### src/design/wgm_pkg.sv
// ----------------------------------------------------------------------------
// wgm_pkg
// Shared constants, types and helper functions for the glob matcher.
// ----------------------------------------------------------------------------
package wgm_pkg;

   localparam int PATTERN_MAX  = 32;
   localparam int STORED_BYTES = 32;
   localparam int PAT_CAP      = (PATTERN_MAX < STORED_BYTES) ? PATTERN_MAX : STORED_BYTES;
   localparam int POS_W        = PAT_CAP + 1;
   localparam int POS_IDX_W    = $clog2(POS_W);
   localparam int PREFIX_LVLS  = $clog2(POS_W);
   localparam int LEN_W        = 6;
   localparam int CSR_DATA_W   = 64;
   localparam int CSR_IDX_W    = 3;
   localparam int WORD_BYTES   = 8;
   localparam int NUM_WORDS    = STORED_BYTES / WORD_BYTES;

   localparam logic [7:0] STAR_BYTE     = 8'h2A;
   localparam logic [7:0] QUESTION_BYTE = 8'h3F;

   typedef enum logic [CSR_IDX_W-1:0] {
      CSR_PATTERN_LENGTH  = 3'd0,
      CSR_PATTERN_BYTES_0 = 3'd1,
      CSR_PATTERN_BYTES_1 = 3'd2,
      CSR_PATTERN_BYTES_2 = 3'd3,
      CSR_PATTERN_BYTES_3 = 3'd4
   } csr_idx_type;

   typedef logic [POS_W-1:0] pos_vec_type;

   typedef struct packed {
      logic [LEN_W-1:0]               eff_len;
      pos_vec_type                    keep;
      logic [PAT_CAP-1:0]             star;
      logic [PAT_CAP-1:0]             qmark;
      logic [PAT_CAP-1:0][7:0]        fold_byte;
   } cfg_type;

   function automatic logic [7:0] fold_case(input logic [7:0] c);
      logic [7:0] r;
      r = c;
      if (c >= 8'h61 && c <= 8'h7A) begin
         r = c - 8'h20;
      end
      return r;
   endfunction

   // star closure as a log-depth prefix: a set bit runs forward over star positions
   function automatic pos_vec_type close_stars(input pos_vec_type s,
                                               input cfg_type cfg);
      pos_vec_type c;
      pos_vec_type p;
      pos_vec_type c_nxt;
      pos_vec_type p_nxt;
      c = s & cfg.keep;
      p = '0;
      for (int j = 1; j < POS_W; j++) begin
         p[j] = cfg.star[j-1];
      end
      for (int lvl = 0; lvl < PREFIX_LVLS; lvl++) begin
         c_nxt = c;
         p_nxt = p;
         for (int j = 0; j < POS_W; j++) begin
            if (j >= (1 << lvl)) begin
               c_nxt[j] = c[j] | (p[j] & c[j - (1 << lvl)]);
               p_nxt[j] = p[j] & p[j - (1 << lvl)];
            end
         end
         c = c_nxt;
         p = p_nxt;
      end
      return c;
   endfunction

endpackage

### src/design/wgm_csr.sv
// ----------------------------------------------------------------------------
// wgm_csr
// Pattern registers and their decode into per-position match controls.
// ----------------------------------------------------------------------------
module wgm_csr
   import wgm_pkg::*;
(
   input  logic                  clock,
   input  logic                  reset,
   input  logic                  csr_wr_en,
   input  logic [CSR_IDX_W-1:0]  csr_index,
   input  logic [CSR_DATA_W-1:0] csr_wdata,
   output cfg_type               cfg
);

   logic [LEN_W-1:0]                      len_ff;
   logic [LEN_W-1:0]                      len_in;
   logic [NUM_WORDS-1:0][CSR_DATA_W-1:0]  words_ff;
   logic [NUM_WORDS-1:0][CSR_DATA_W-1:0]  words_in;
   logic [LEN_W-1:0]                      eff_len;
   logic [STORED_BYTES-1:0][7:0]          all_bytes;

   always_comb begin
      len_in   = len_ff;
      words_in = words_ff;
      if (csr_wr_en) begin
         unique case (csr_index)
            CSR_PATTERN_LENGTH:  len_in      = csr_wdata[LEN_W-1:0];
            CSR_PATTERN_BYTES_0: words_in[0] = csr_wdata;
            CSR_PATTERN_BYTES_1: words_in[1] = csr_wdata;
            CSR_PATTERN_BYTES_2: words_in[2] = csr_wdata;
            CSR_PATTERN_BYTES_3: words_in[3] = csr_wdata;
            default: ;
         endcase
      end
   end

   always_ff @(posedge clock) begin
      if (reset) begin
         len_ff   <= '0;
         words_ff <= '0;
      end else begin
         len_ff   <= len_in;
         words_ff <= words_in;
      end
   end

   assign eff_len   = (len_ff > LEN_W'(PAT_CAP)) ? LEN_W'(PAT_CAP) : len_ff;
   assign all_bytes = words_ff;

   always_comb begin
      cfg.eff_len = eff_len;
      for (int j = 0; j < POS_W; j++) begin
         cfg.keep[j] = (LEN_W'(j) <= eff_len);
      end
      for (int i = 0; i < PAT_CAP; i++) begin
         cfg.star[i]      = (all_bytes[i] == STAR_BYTE) && (LEN_W'(i) < eff_len);
         cfg.qmark[i]     = (all_bytes[i] == QUESTION_BYTE);
         cfg.fold_byte[i] = fold_case(all_bytes[i]);
      end
   end

endmodule

### src/design/wgm_step.sv
// ----------------------------------------------------------------------------
// wgm_step
// Next live-position set and verdict for one item.
// ----------------------------------------------------------------------------
module wgm_step
   import wgm_pkg::*;
(
   input  cfg_type      cfg,
   input  pos_vec_type  live,
   input  logic         at_start,
   input  logic [7:0]   text_byte,
   input  logic         has_byte,
   output pos_vec_type  next_live,
   output logic         matched
);

   pos_vec_type set0;
   pos_vec_type adv;
   pos_vec_type set1;
   logic [7:0]  text_fold;

   assign text_fold = fold_case(text_byte);
   assign set0      = close_stars(at_start ? POS_W'(1) : live, cfg);

   always_comb begin
      adv = '0;
      for (int i = 0; i < PAT_CAP; i++) begin
         if (set0[i] && (LEN_W'(i) < cfg.eff_len)) begin
            if (cfg.star[i]) begin
               adv[i] = 1'b1;
            end else if (cfg.qmark[i] || (cfg.fold_byte[i] == text_fold)) begin
               adv[i+1] = 1'b1;
            end
         end
      end
   end

   assign set1      = has_byte ? close_stars(adv, cfg) : set0;
   assign next_live = set1;
   assign matched   = set1[cfg.eff_len[POS_IDX_W-1:0]];

endmodule

### src/design/wildcard_glob_matcher_top.sv
// ----------------------------------------------------------------------------
// wildcard_glob_matcher_top
// Glob matcher ('*' and '?', case-folded letters) over a byte stream.
// ----------------------------------------------------------------------------
// a last item passes the input register, then the result register, before rsp_valid
// throughput: one item per cycle through the live-set update loop, unless a last item
// waits for the result slot to free; an input register feeds the step logic and a result
// register holds the verdict; reset (synchronous, active high) clears the pattern, the
// live set and both valid flags, and arms the matcher for the start of a new string
module wildcard_glob_matcher_top
   import wgm_pkg::*;
(
   input  logic                  clock,
   input  logic                  reset,
   input  logic                  req_valid,
   output logic                  req_ready,
   input  logic [7:0]            req_text_byte,
   input  logic                  req_has_byte,
   input  logic                  req_last,
   output logic                  rsp_valid,
   input  logic                  rsp_ready,
   output logic                  rsp_matched,
   input  logic                  csr_wr_en,
   input  logic [CSR_IDX_W-1:0]  csr_index,
   input  logic [CSR_DATA_W-1:0] csr_wdata
);

   cfg_type     cfg;
   logic        in_vld_ff;
   logic [7:0]  in_byte_ff;
   logic        in_has_ff;
   logic        in_last_ff;
   pos_vec_type live_ff;
   logic        start_ff;
   logic        rsp_vld_ff;
   logic        rsp_match_ff;
   pos_vec_type next_live;
   logic        step_match;
   logic        out_free;
   logic        advance;

   wgm_csr u_csr (
      .clock     (clock),
      .reset     (reset),
      .csr_wr_en (csr_wr_en),
      .csr_index (csr_index),
      .csr_wdata (csr_wdata),
      .cfg       (cfg)
   );

   wgm_step u_step (
      .cfg       (cfg),
      .live      (live_ff),
      .at_start  (start_ff),
      .text_byte (in_byte_ff),
      .has_byte  (in_has_ff),
      .next_live (next_live),
      .matched   (step_match)
   );

   // only a last item needs the result slot
   assign out_free  = !rsp_vld_ff || rsp_ready;
   assign advance   = in_vld_ff && (!in_last_ff || out_free);
   assign req_ready = !in_vld_ff || advance;

   always_ff @(posedge clock) begin
      if (reset) begin
         in_vld_ff <= 1'b0;
      end else if (req_ready) begin
         in_vld_ff <= req_valid;
      end
   end

   always_ff @(posedge clock) begin
      if (req_valid && req_ready) begin
         in_byte_ff <= req_text_byte;
         in_has_ff  <= req_has_byte;
         in_last_ff <= req_last;
      end
   end

   always_ff @(posedge clock) begin
      if (reset) begin
         live_ff  <= '0;
         start_ff <= 1'b1;
      end else if (advance) begin
         if (in_last_ff) begin
            live_ff  <= '0;
            start_ff <= 1'b1;
         end else begin
            live_ff  <= next_live;
            start_ff <= 1'b0;
         end
      end
   end

   always_ff @(posedge clock) begin
      if (reset) begin
         rsp_vld_ff <= 1'b0;
      end else if (advance && in_last_ff) begin
         rsp_vld_ff <= 1'b1;
      end else if (rsp_ready) begin
         rsp_vld_ff <= 1'b0;
      end
   end

   always_ff @(posedge clock) begin
      if (advance && in_last_ff) begin
         rsp_match_ff <= step_match;
      end
   end

   assign rsp_valid   = rsp_vld_ff;
   assign rsp_matched = rsp_match_ff;

endmodule

### config.mk
export PLATFORM = sky130hd
export DESIGN_NAME = wildcard_glob_matcher_top
export DESIGN_NICKNAME = d
export VERILOG_FILES = /design/src/design/wgm_pkg.sv /design/src/design/wgm_csr.sv /design/src/design/wgm_step.sv /design/src/design/wildcard_glob_matcher_top.sv
export SDC_FILE = /design/constraint.sdc
export NUM_CORES = 1
export LEC_CHECK = 0
export ABC_AREA = 0
export BUFFER_PORTS_ARGS = -buffer_cell sky130_fd_sc_hd__buf_2
export CORE_MARGIN = 8
export CORE_UTILIZATION = 45
export DETAILED_ROUTE_END_ITERATION = 10
export PLACE_DENSITY_LB_ADDON = 0.25
export REMOVE_ABC_BUFFERS = 1
export SETUP_SLACK_MARGIN = 0.15
export SLEW_MARGIN = 0
export SYNTH_ARGS = -nofsm -noshare
export SYNTH_HDL_FRONTEND = slang
export SYNTH_SLANG_ARGS = --single-unit
export TNS_END_PERCENT = 1
### constraint.sdc
create_clock -name clock -period 6.8 [get_ports clock]
set_clock_uncertainty 0.2 [all_clocks]
set_input_delay 0.34 -clock clock [delete_from_list [all_inputs] [get_ports clock]]
set_output_delay 0.34 -clock clock [all_outputs]
set_load 0.1 [all_outputs]
==> results_dict.tcl, run 1 <==
set metrics [dict create \
    synth.distinct_cells 105 \
    wl_per_cell_um 27.1 \
    num-fill-cells 4983 \
    drive_gt1_frac 0.0978 \
    cts_setup_buffers 0 \
    reg2reg_slack_ps 450 \
    path_max_fanout 18 \
    dpl_cell_area_um2 24800 \
    avgSynthCellArea_um2 7.07 \
    cap_violations 0 \
    portBuffers 84 \
    crit_buf_inv 3 \
    die_height_um 244 \
    first_pass_iters 6 \
    synth_area_um2 23500 \
    critPathCaptureType "flop" \
    ys_seq_elements 309 \
    worstPathRequired_ps 6940 \
    worstSetupStartpointType "flop" \
    area_delta_synth_final_pct 14.7 \
    met2_usage 0.568 \
    critPathLaunch "in_byte_ff[5]" \
    critical_path_class "reg -> reg" \
    vias 27261 \
    path_cells "inv_1, ha_1, and2_1, o21a_1, a21o_2, buf_4, xnor2_1, nand4b_1, a32oi_1, a2111oi_0, buf_4, nor4_1, nor4_1, a41oi_1, o31a_1, nand2_1, a31oi_1, a22oi_2, o21ai_2" \
    final_common_cell "nand2_1" \
    synth_fa_ha_area_frac 0.0176 \
    grt_setup_unrepaired "no" \
    row_count 83 \
    layout_min_cycle_time_ps 6350 \
    r2r-end "rsp_matched" \
    cp_slowest_stage_delay_ps 730 \
    insertion_delay_ps 600 \
    fmax_mhz 158 \
    cp.depth 19 \
    fin_area_um2 26900 \
    async_reset_ff_frac 0 \
    grt_use_met3 0.0927 \
    gp_congestion 1.06 \
    max-slew-margin-rel 0.139 \
    die_w_um 244 \
    min_path_type "in -> reg" \
    grt_usage 0.359 \
    synthSimpleGateAreaFrac 0.299 \
    cts_max_level 2 \
    synthFlopType "dfxtp_1" \
    synth_top_family_by_area "simple AND/OR/NAND/NOR gates" \
    route.detailed.drc 0 \
    cts_buffer_depth 3 \
    clock-sinks 309 \
    synth_seq_area_share 0.268 \
    tightest_slew_ps 1290 \
    start_util 0.457 \
    cts_tree "built" \
    synth_top_area_cell "dfxtp_1" \
    setup_viol 0 \
    crit_family "compound AO/OA/AOI/OAI gates" \
    r2r_start "in_byte_ff[5]" \
    cp.arrival_ps 6480 \
    cts_buffers 37 \
    synth_compound_area_frac 0.267 \
    synth_top_area_share 0.254 \
    viasPerCell 6.57 \
    die_area_um2 59700 \
    final-hold-violation-count 0 \
    nets 3554 \
    met1_usage 0.448 \
    final_cell_mix "715 x nand2_1, 388 x a21oi_1, 298 x dfxtp_1" \
    synthTopCellsByArea "dfxtp_1 25%, nand2_1 11%, a21oi_1 8.3%, xnor2_1 5.1%, xor2_1 3.4%" \
    slew_violations 0 \
    root_buffer "clkbuf_16" \
    grt_overflow 0 \
    wirelength_mm 113 \
    worst_slack_ps 452 \
    ys_warn_count 0 \
    p_leak_nw 9.03 \
    ir_drop_v 0.000234 \
    power_w 0.00475 \
    synth_xor_area_frac 0.0847 \
    setup_tns_ps 0 \
    reg2regPathDepth 19 \
    postSynthCellCount 3320 \
    endpoint "rsp_matched" \
    synth_edf_count 11 \
    coreArea_um2 51400 \
    clk_pin_slew_ps 60 \
    antenna_left 0 \
    slowest_stage "a2111oi_0" \
    grt_pass1_wl_mm 164 \
    hpwlAfterDp_mm 83.5 \
    antenna_found_initial 4 \
    synth.mux.area_fraction 0.0116 \
    dr.first_iter.drc_count 3142 \
    status "finished, final reports clean" \
    power.density_nw_per_um2 176 \
    grt_pass1_vias 25630 \
    dpl_worst_slack_ps 640 \
    ios 85 \
    grt.busiest_layer "met2" \
    period_share 0.934 \
    grt_max_degree 173 \
]
[area by class of cell]
class                      count  area (µm²)  share of cell area
antenna                        2        5.00            0.000186
sequential                   309        6300               0.234
clock buffer                  49        1040              0.0387
multi-input combinational   2709       16000               0.594
tap                          680         851              0.0316
inverter                     109         409              0.0152
timing repair buffer         273        2050              0.0763
clock inverter                18         264             0.00981
[cells in the mapped netlist (all sizes together) (12+ instances only)]
cell type and instances:
nand2 715, a21oi 391, dfxtp 298, nor2 210, xnor2 137, clkbuf 124
nand3 111, inv 108, nor3 100, xor2 90, o21ai 88, buf 69
nor4 46, a31oi 39, or3 39, o211ai 38, nand4 37, ha 33
a22oi 32, a211oi 31, and3 31, o31ai 28, and2 26, nor2b 25
or2 23, a41oi 22, nand2b 22, a21o 21, or4 21, o22ai 19
nand4b 18, o2111ai 18, mux2i 17, o221ai 17, a211o 15, o21a 15
a2111oi 14, nor4bb 14, o21bai 13, a32oi 12, nor3b 12, nor4b 12
o211a 12
[through the flow]
stage / util / hold slack, ps / std cells
5_1_grt: 0.523 / 121 / 4147
2_1_floorplan: - / 209 / 3127
3_5_place_dp: 0.483 / 264 / 4003
3_3_place_gp: 0.483 / 248 / 4003
4_1_cts: 0.523 / 68.8 / 4147
6_report: 0.524 / 48.0 / 4149
[registers in the layout (all words and copies together) (netlist names)]
register and cells:
u_csr.all_bytes 256, in_has_ff 1, live_ff 33, in_last_ff 1, u_csr.len_ff 6, rsp_matched 1, rsp_valid 1, in_byte_ff 8
in_vld_ff 1, start_ff 1
[cell families (layout without fill, tap and decap cells)]
group / Yosys count / count (layout)
and+or+nand+nor: 1489 / 1489
AOI/OAI and AO/OA: 934 / 934
DFF: 309 / 309
buffers and inverters: 302 / 449
xor gates and xnor gates: 227 / 227
adders and majority gates: 33 / 33
muxes: 26 / 26
other: 0 / 2
[power breakdown]
part	internal, W	switching, W
Sequential	0.00186	0.0000692
Clock	0.00125	0.000915
Combinational	0.000226	0.000424
Total	0.00334	0.00141
[worst reg2reg max path, cell delays in order, from the launching register on]
cell	delay, ps
edfxtp_1	520
inv_1	180
ha_1	180
and2_1	340
o21a_1	550
a21o_2	710
buf_4	370
xnor2_1	100
nand4b_1	200
a32oi_1	180
a2111oi_0	730
buf_4	240
nor4_1	50
nor4_1	430
a41oi_1	330
o31a_1	340
nand2_1	70
a31oi_1	100
a22oi_2	190
o21ai_2	70
[routing by layer]
layer	routed length (µm)	part of all wire	up-vias
met5	13	0.00012	-
met4	6240	0.055	2
met3	12100	0.11	365
met2	49900	0.44	1593
met1	44400	0.39	13060
li1	-	-	12241
[worst min path at each step]
stage                           endpoint  depth (start not counted)        start  slack, ps
floorplan                      in_vld_ff                          1        reset        210
global route                  live_ff[1]                          2        reset        120
CTS                          live_ff[11]                          2        reset         70
finish              u_csr.all_bytes[249]                          2        reset         50
global placement             live_ff[32]                          2  live_ff[32]        250
detailed placement           live_ff[17]                          2  live_ff[17]        260
[timing repair]
action,4_1_cts,5_1_grt
hold buffers,77,0
hold endpoints to repair,272,0
gates resized for setup,0,0
No activity file was read; power rests on OpenSTA's default activity.
==> run 2: changes to the inputs <==
Settings changed: CTS_BUF_LIST from default to sky130_fd_sc_hd__clkbuf_4 sky130_fd_sc_hd__clkbuf_8.
==> run 2 against run 1 <==
Sequential power about the same. Cell count increased by 0.87%. Combinational power about the same. Flip-flop and latch count unchanged. Die area unchanged.
==> results_dict.tcl, run 2 (synthesized netlist as in run 1, its figures left out) <==
set metrics [dict create \
    status "finished, final reports clean" \
    cts_buffer_depth 3 \
    hpwlAfterDp_mm 83.5 \
    first_pass_iters 8 \
    start_util 0.457 \
    viasPerCell 6.51 \
    final_cell_mix "715 x nand2_1, 388 x a21oi_1, 298 x dfxtp_1" \
    nets 3574 \
    layout_min_cycle_time_ps 6360 \
    dr.first_iter.drc_count 3135 \
    p_sw_w 0.00138 \
    critPathCaptureType "flop" \
    p_clk_frac 0.439 \
    path_cells "inv_1, ha_1, and2_1, o21a_1, a21o_2, buf_4, xnor2_1, nand4b_1, a32oi_1, a2111oi_0, buf_4, nor4_1, nor4_1, a41oi_1, o31a_1, nand2_1, a31oi_1, a22oi_2, o21ai_2" \
    seq_power_share 0.420 \
    portBuffers 84 \
    die_height_um 244 \
    row_count 83 \
    critical_path_class "reg -> reg" \
    whs_ps 204 \
    crit_family "compound AO/OA/AOI/OAI gates" \
    dpl_cell_area_um2 24800 \
    setup_viol 0 \
    grt_overflow 0 \
    worstSetupStartpointType "flop" \
    tightest_slew_ps 1310 \
    crit_buf_inv 3 \
    cts_buffers 54 \
    wirelength_mm 112 \
    root_buffer "clkbuf_8" \
    final-hold-violation-count 0 \
    setup_tns_ps 0 \
    ios 85 \
    internal-power_w 0.00322 \
    die_w_um 244 \
    clk_pin_slew_ps 60 \
    power.density_nw_per_um2 171 \
    fin_area_um2 26900 \
    final_common_cell "nand2_1" \
    largest_reg_flops 256 \
    grt_setup_unrepaired "no" \
    period_share 0.935 \
    ir_drop_v 0.000199 \
    hold_buffers 80 \
    vias 27256 \
    ctsResizeCount 0 \
    wl_per_cell_um 26.8 \
    grt_pass1_vias 25706 \
    cp.arrival_ps 6570 \
    max-slew-margin-rel 0.125 \
    insertion_delay_ps 710 \
    grt_pass1_wl_mm 164 \
    drive_gt1_frac 0.107 \
    cap_violations 0 \
    cts_tree "built" \
    min_path_type "in -> reg" \
    antenna_left 0 \
    fmax_mhz 157 \
    p_leak_nw 9.08 \
    clock-sinks 309 \
    worstPathRequired_ps 7020 \
    die_area_um2 59700 \
    grt_usage 0.358 \
    slowest_stage "a2111oi_0" \
    cts_max_level 2 \
    cts_setup_buffers 0 \
    power.share.combinational 0.141 \
    coreArea_um2 51400 \
    route.detailed.drc 0 \
    grt_max_degree 173 \
    gp_congestion 1.06 \
    antenna_found_initial 6 \
    path_max_fanout 18 \
    slew_violations 0 \
    cp_slowest_stage_delay_ps 760 \
    area_delta_synth_final_pct 14.6 \
    p_sw_frac 0.300 \
]
[run 2: area by class of cell]
type | count | area, µm²
Fill cell | 4993 | 24500
Timing Repair Buffer | 276 | 2080
Multi-Input combinational cell | 2709 | 16000
Clock buffer | 81 | 1030
Inverter | 109 | 409
Tap cell | 680 | 851
Clock inverter | 17 | 218
Antenna cell | 4 | 10.0
Sequential cell | 309 | 6300
[run 2: worst paths after layout]
check	depth (start not counted)	startpoint	slack [ps]	endpoint
min reg2reg	2	u_csr.all_bytes[253]	270	u_csr.all_bytes[253]
min	2	req_text_byte[7]	200	in_byte_ff[7]
max	19	in_byte_ff[5]	440	rsp_matched
max reg2reg	19	in_byte_ff[5]	440	rsp_matched
[run 2: power by group through the flow]
stage / sequential [W] / combinational (W) / clock (W)
final: 0.00193 / 0.000648 / 0.00202
after global routing: 0.00194 / 0.000685 / 0.00211
after CTS: 0.00193 / 0.000630 / 0.00203
after detailed placement: 0.00197 / 0.000592 / 0
after global placement: 0.00196 / 0.000580 / 0
after floorplan: 0.00197 / 0.000302 / 0
[run 2: per-stage QoR]
step	utilization	power [W]	setup WS [ps]	instances
6_report	0.523	0.00460	442	4185
3_5_place_dp	0.483	0.00256	640	4003
5_1_grt	0.523	0.00473	212	4182
2_1_floorplan	-	0.00228	339	3127
4_1_cts	0.523	0.00459	581	4181
3_3_place_gp	0.483	0.00254	594	4003
[run 2: layer usage]
metal | wire [µm] | vias up | GRT usage
met4 | 6170 | 2 | 0.179
met5 | 13 | - | 0
met2 | 49400 | 1520 | 0.568
met1 | 44200 | 13098 | 0.450
li1 | - | 12280 | -
met3 | 12300 | 356 | 0.0905
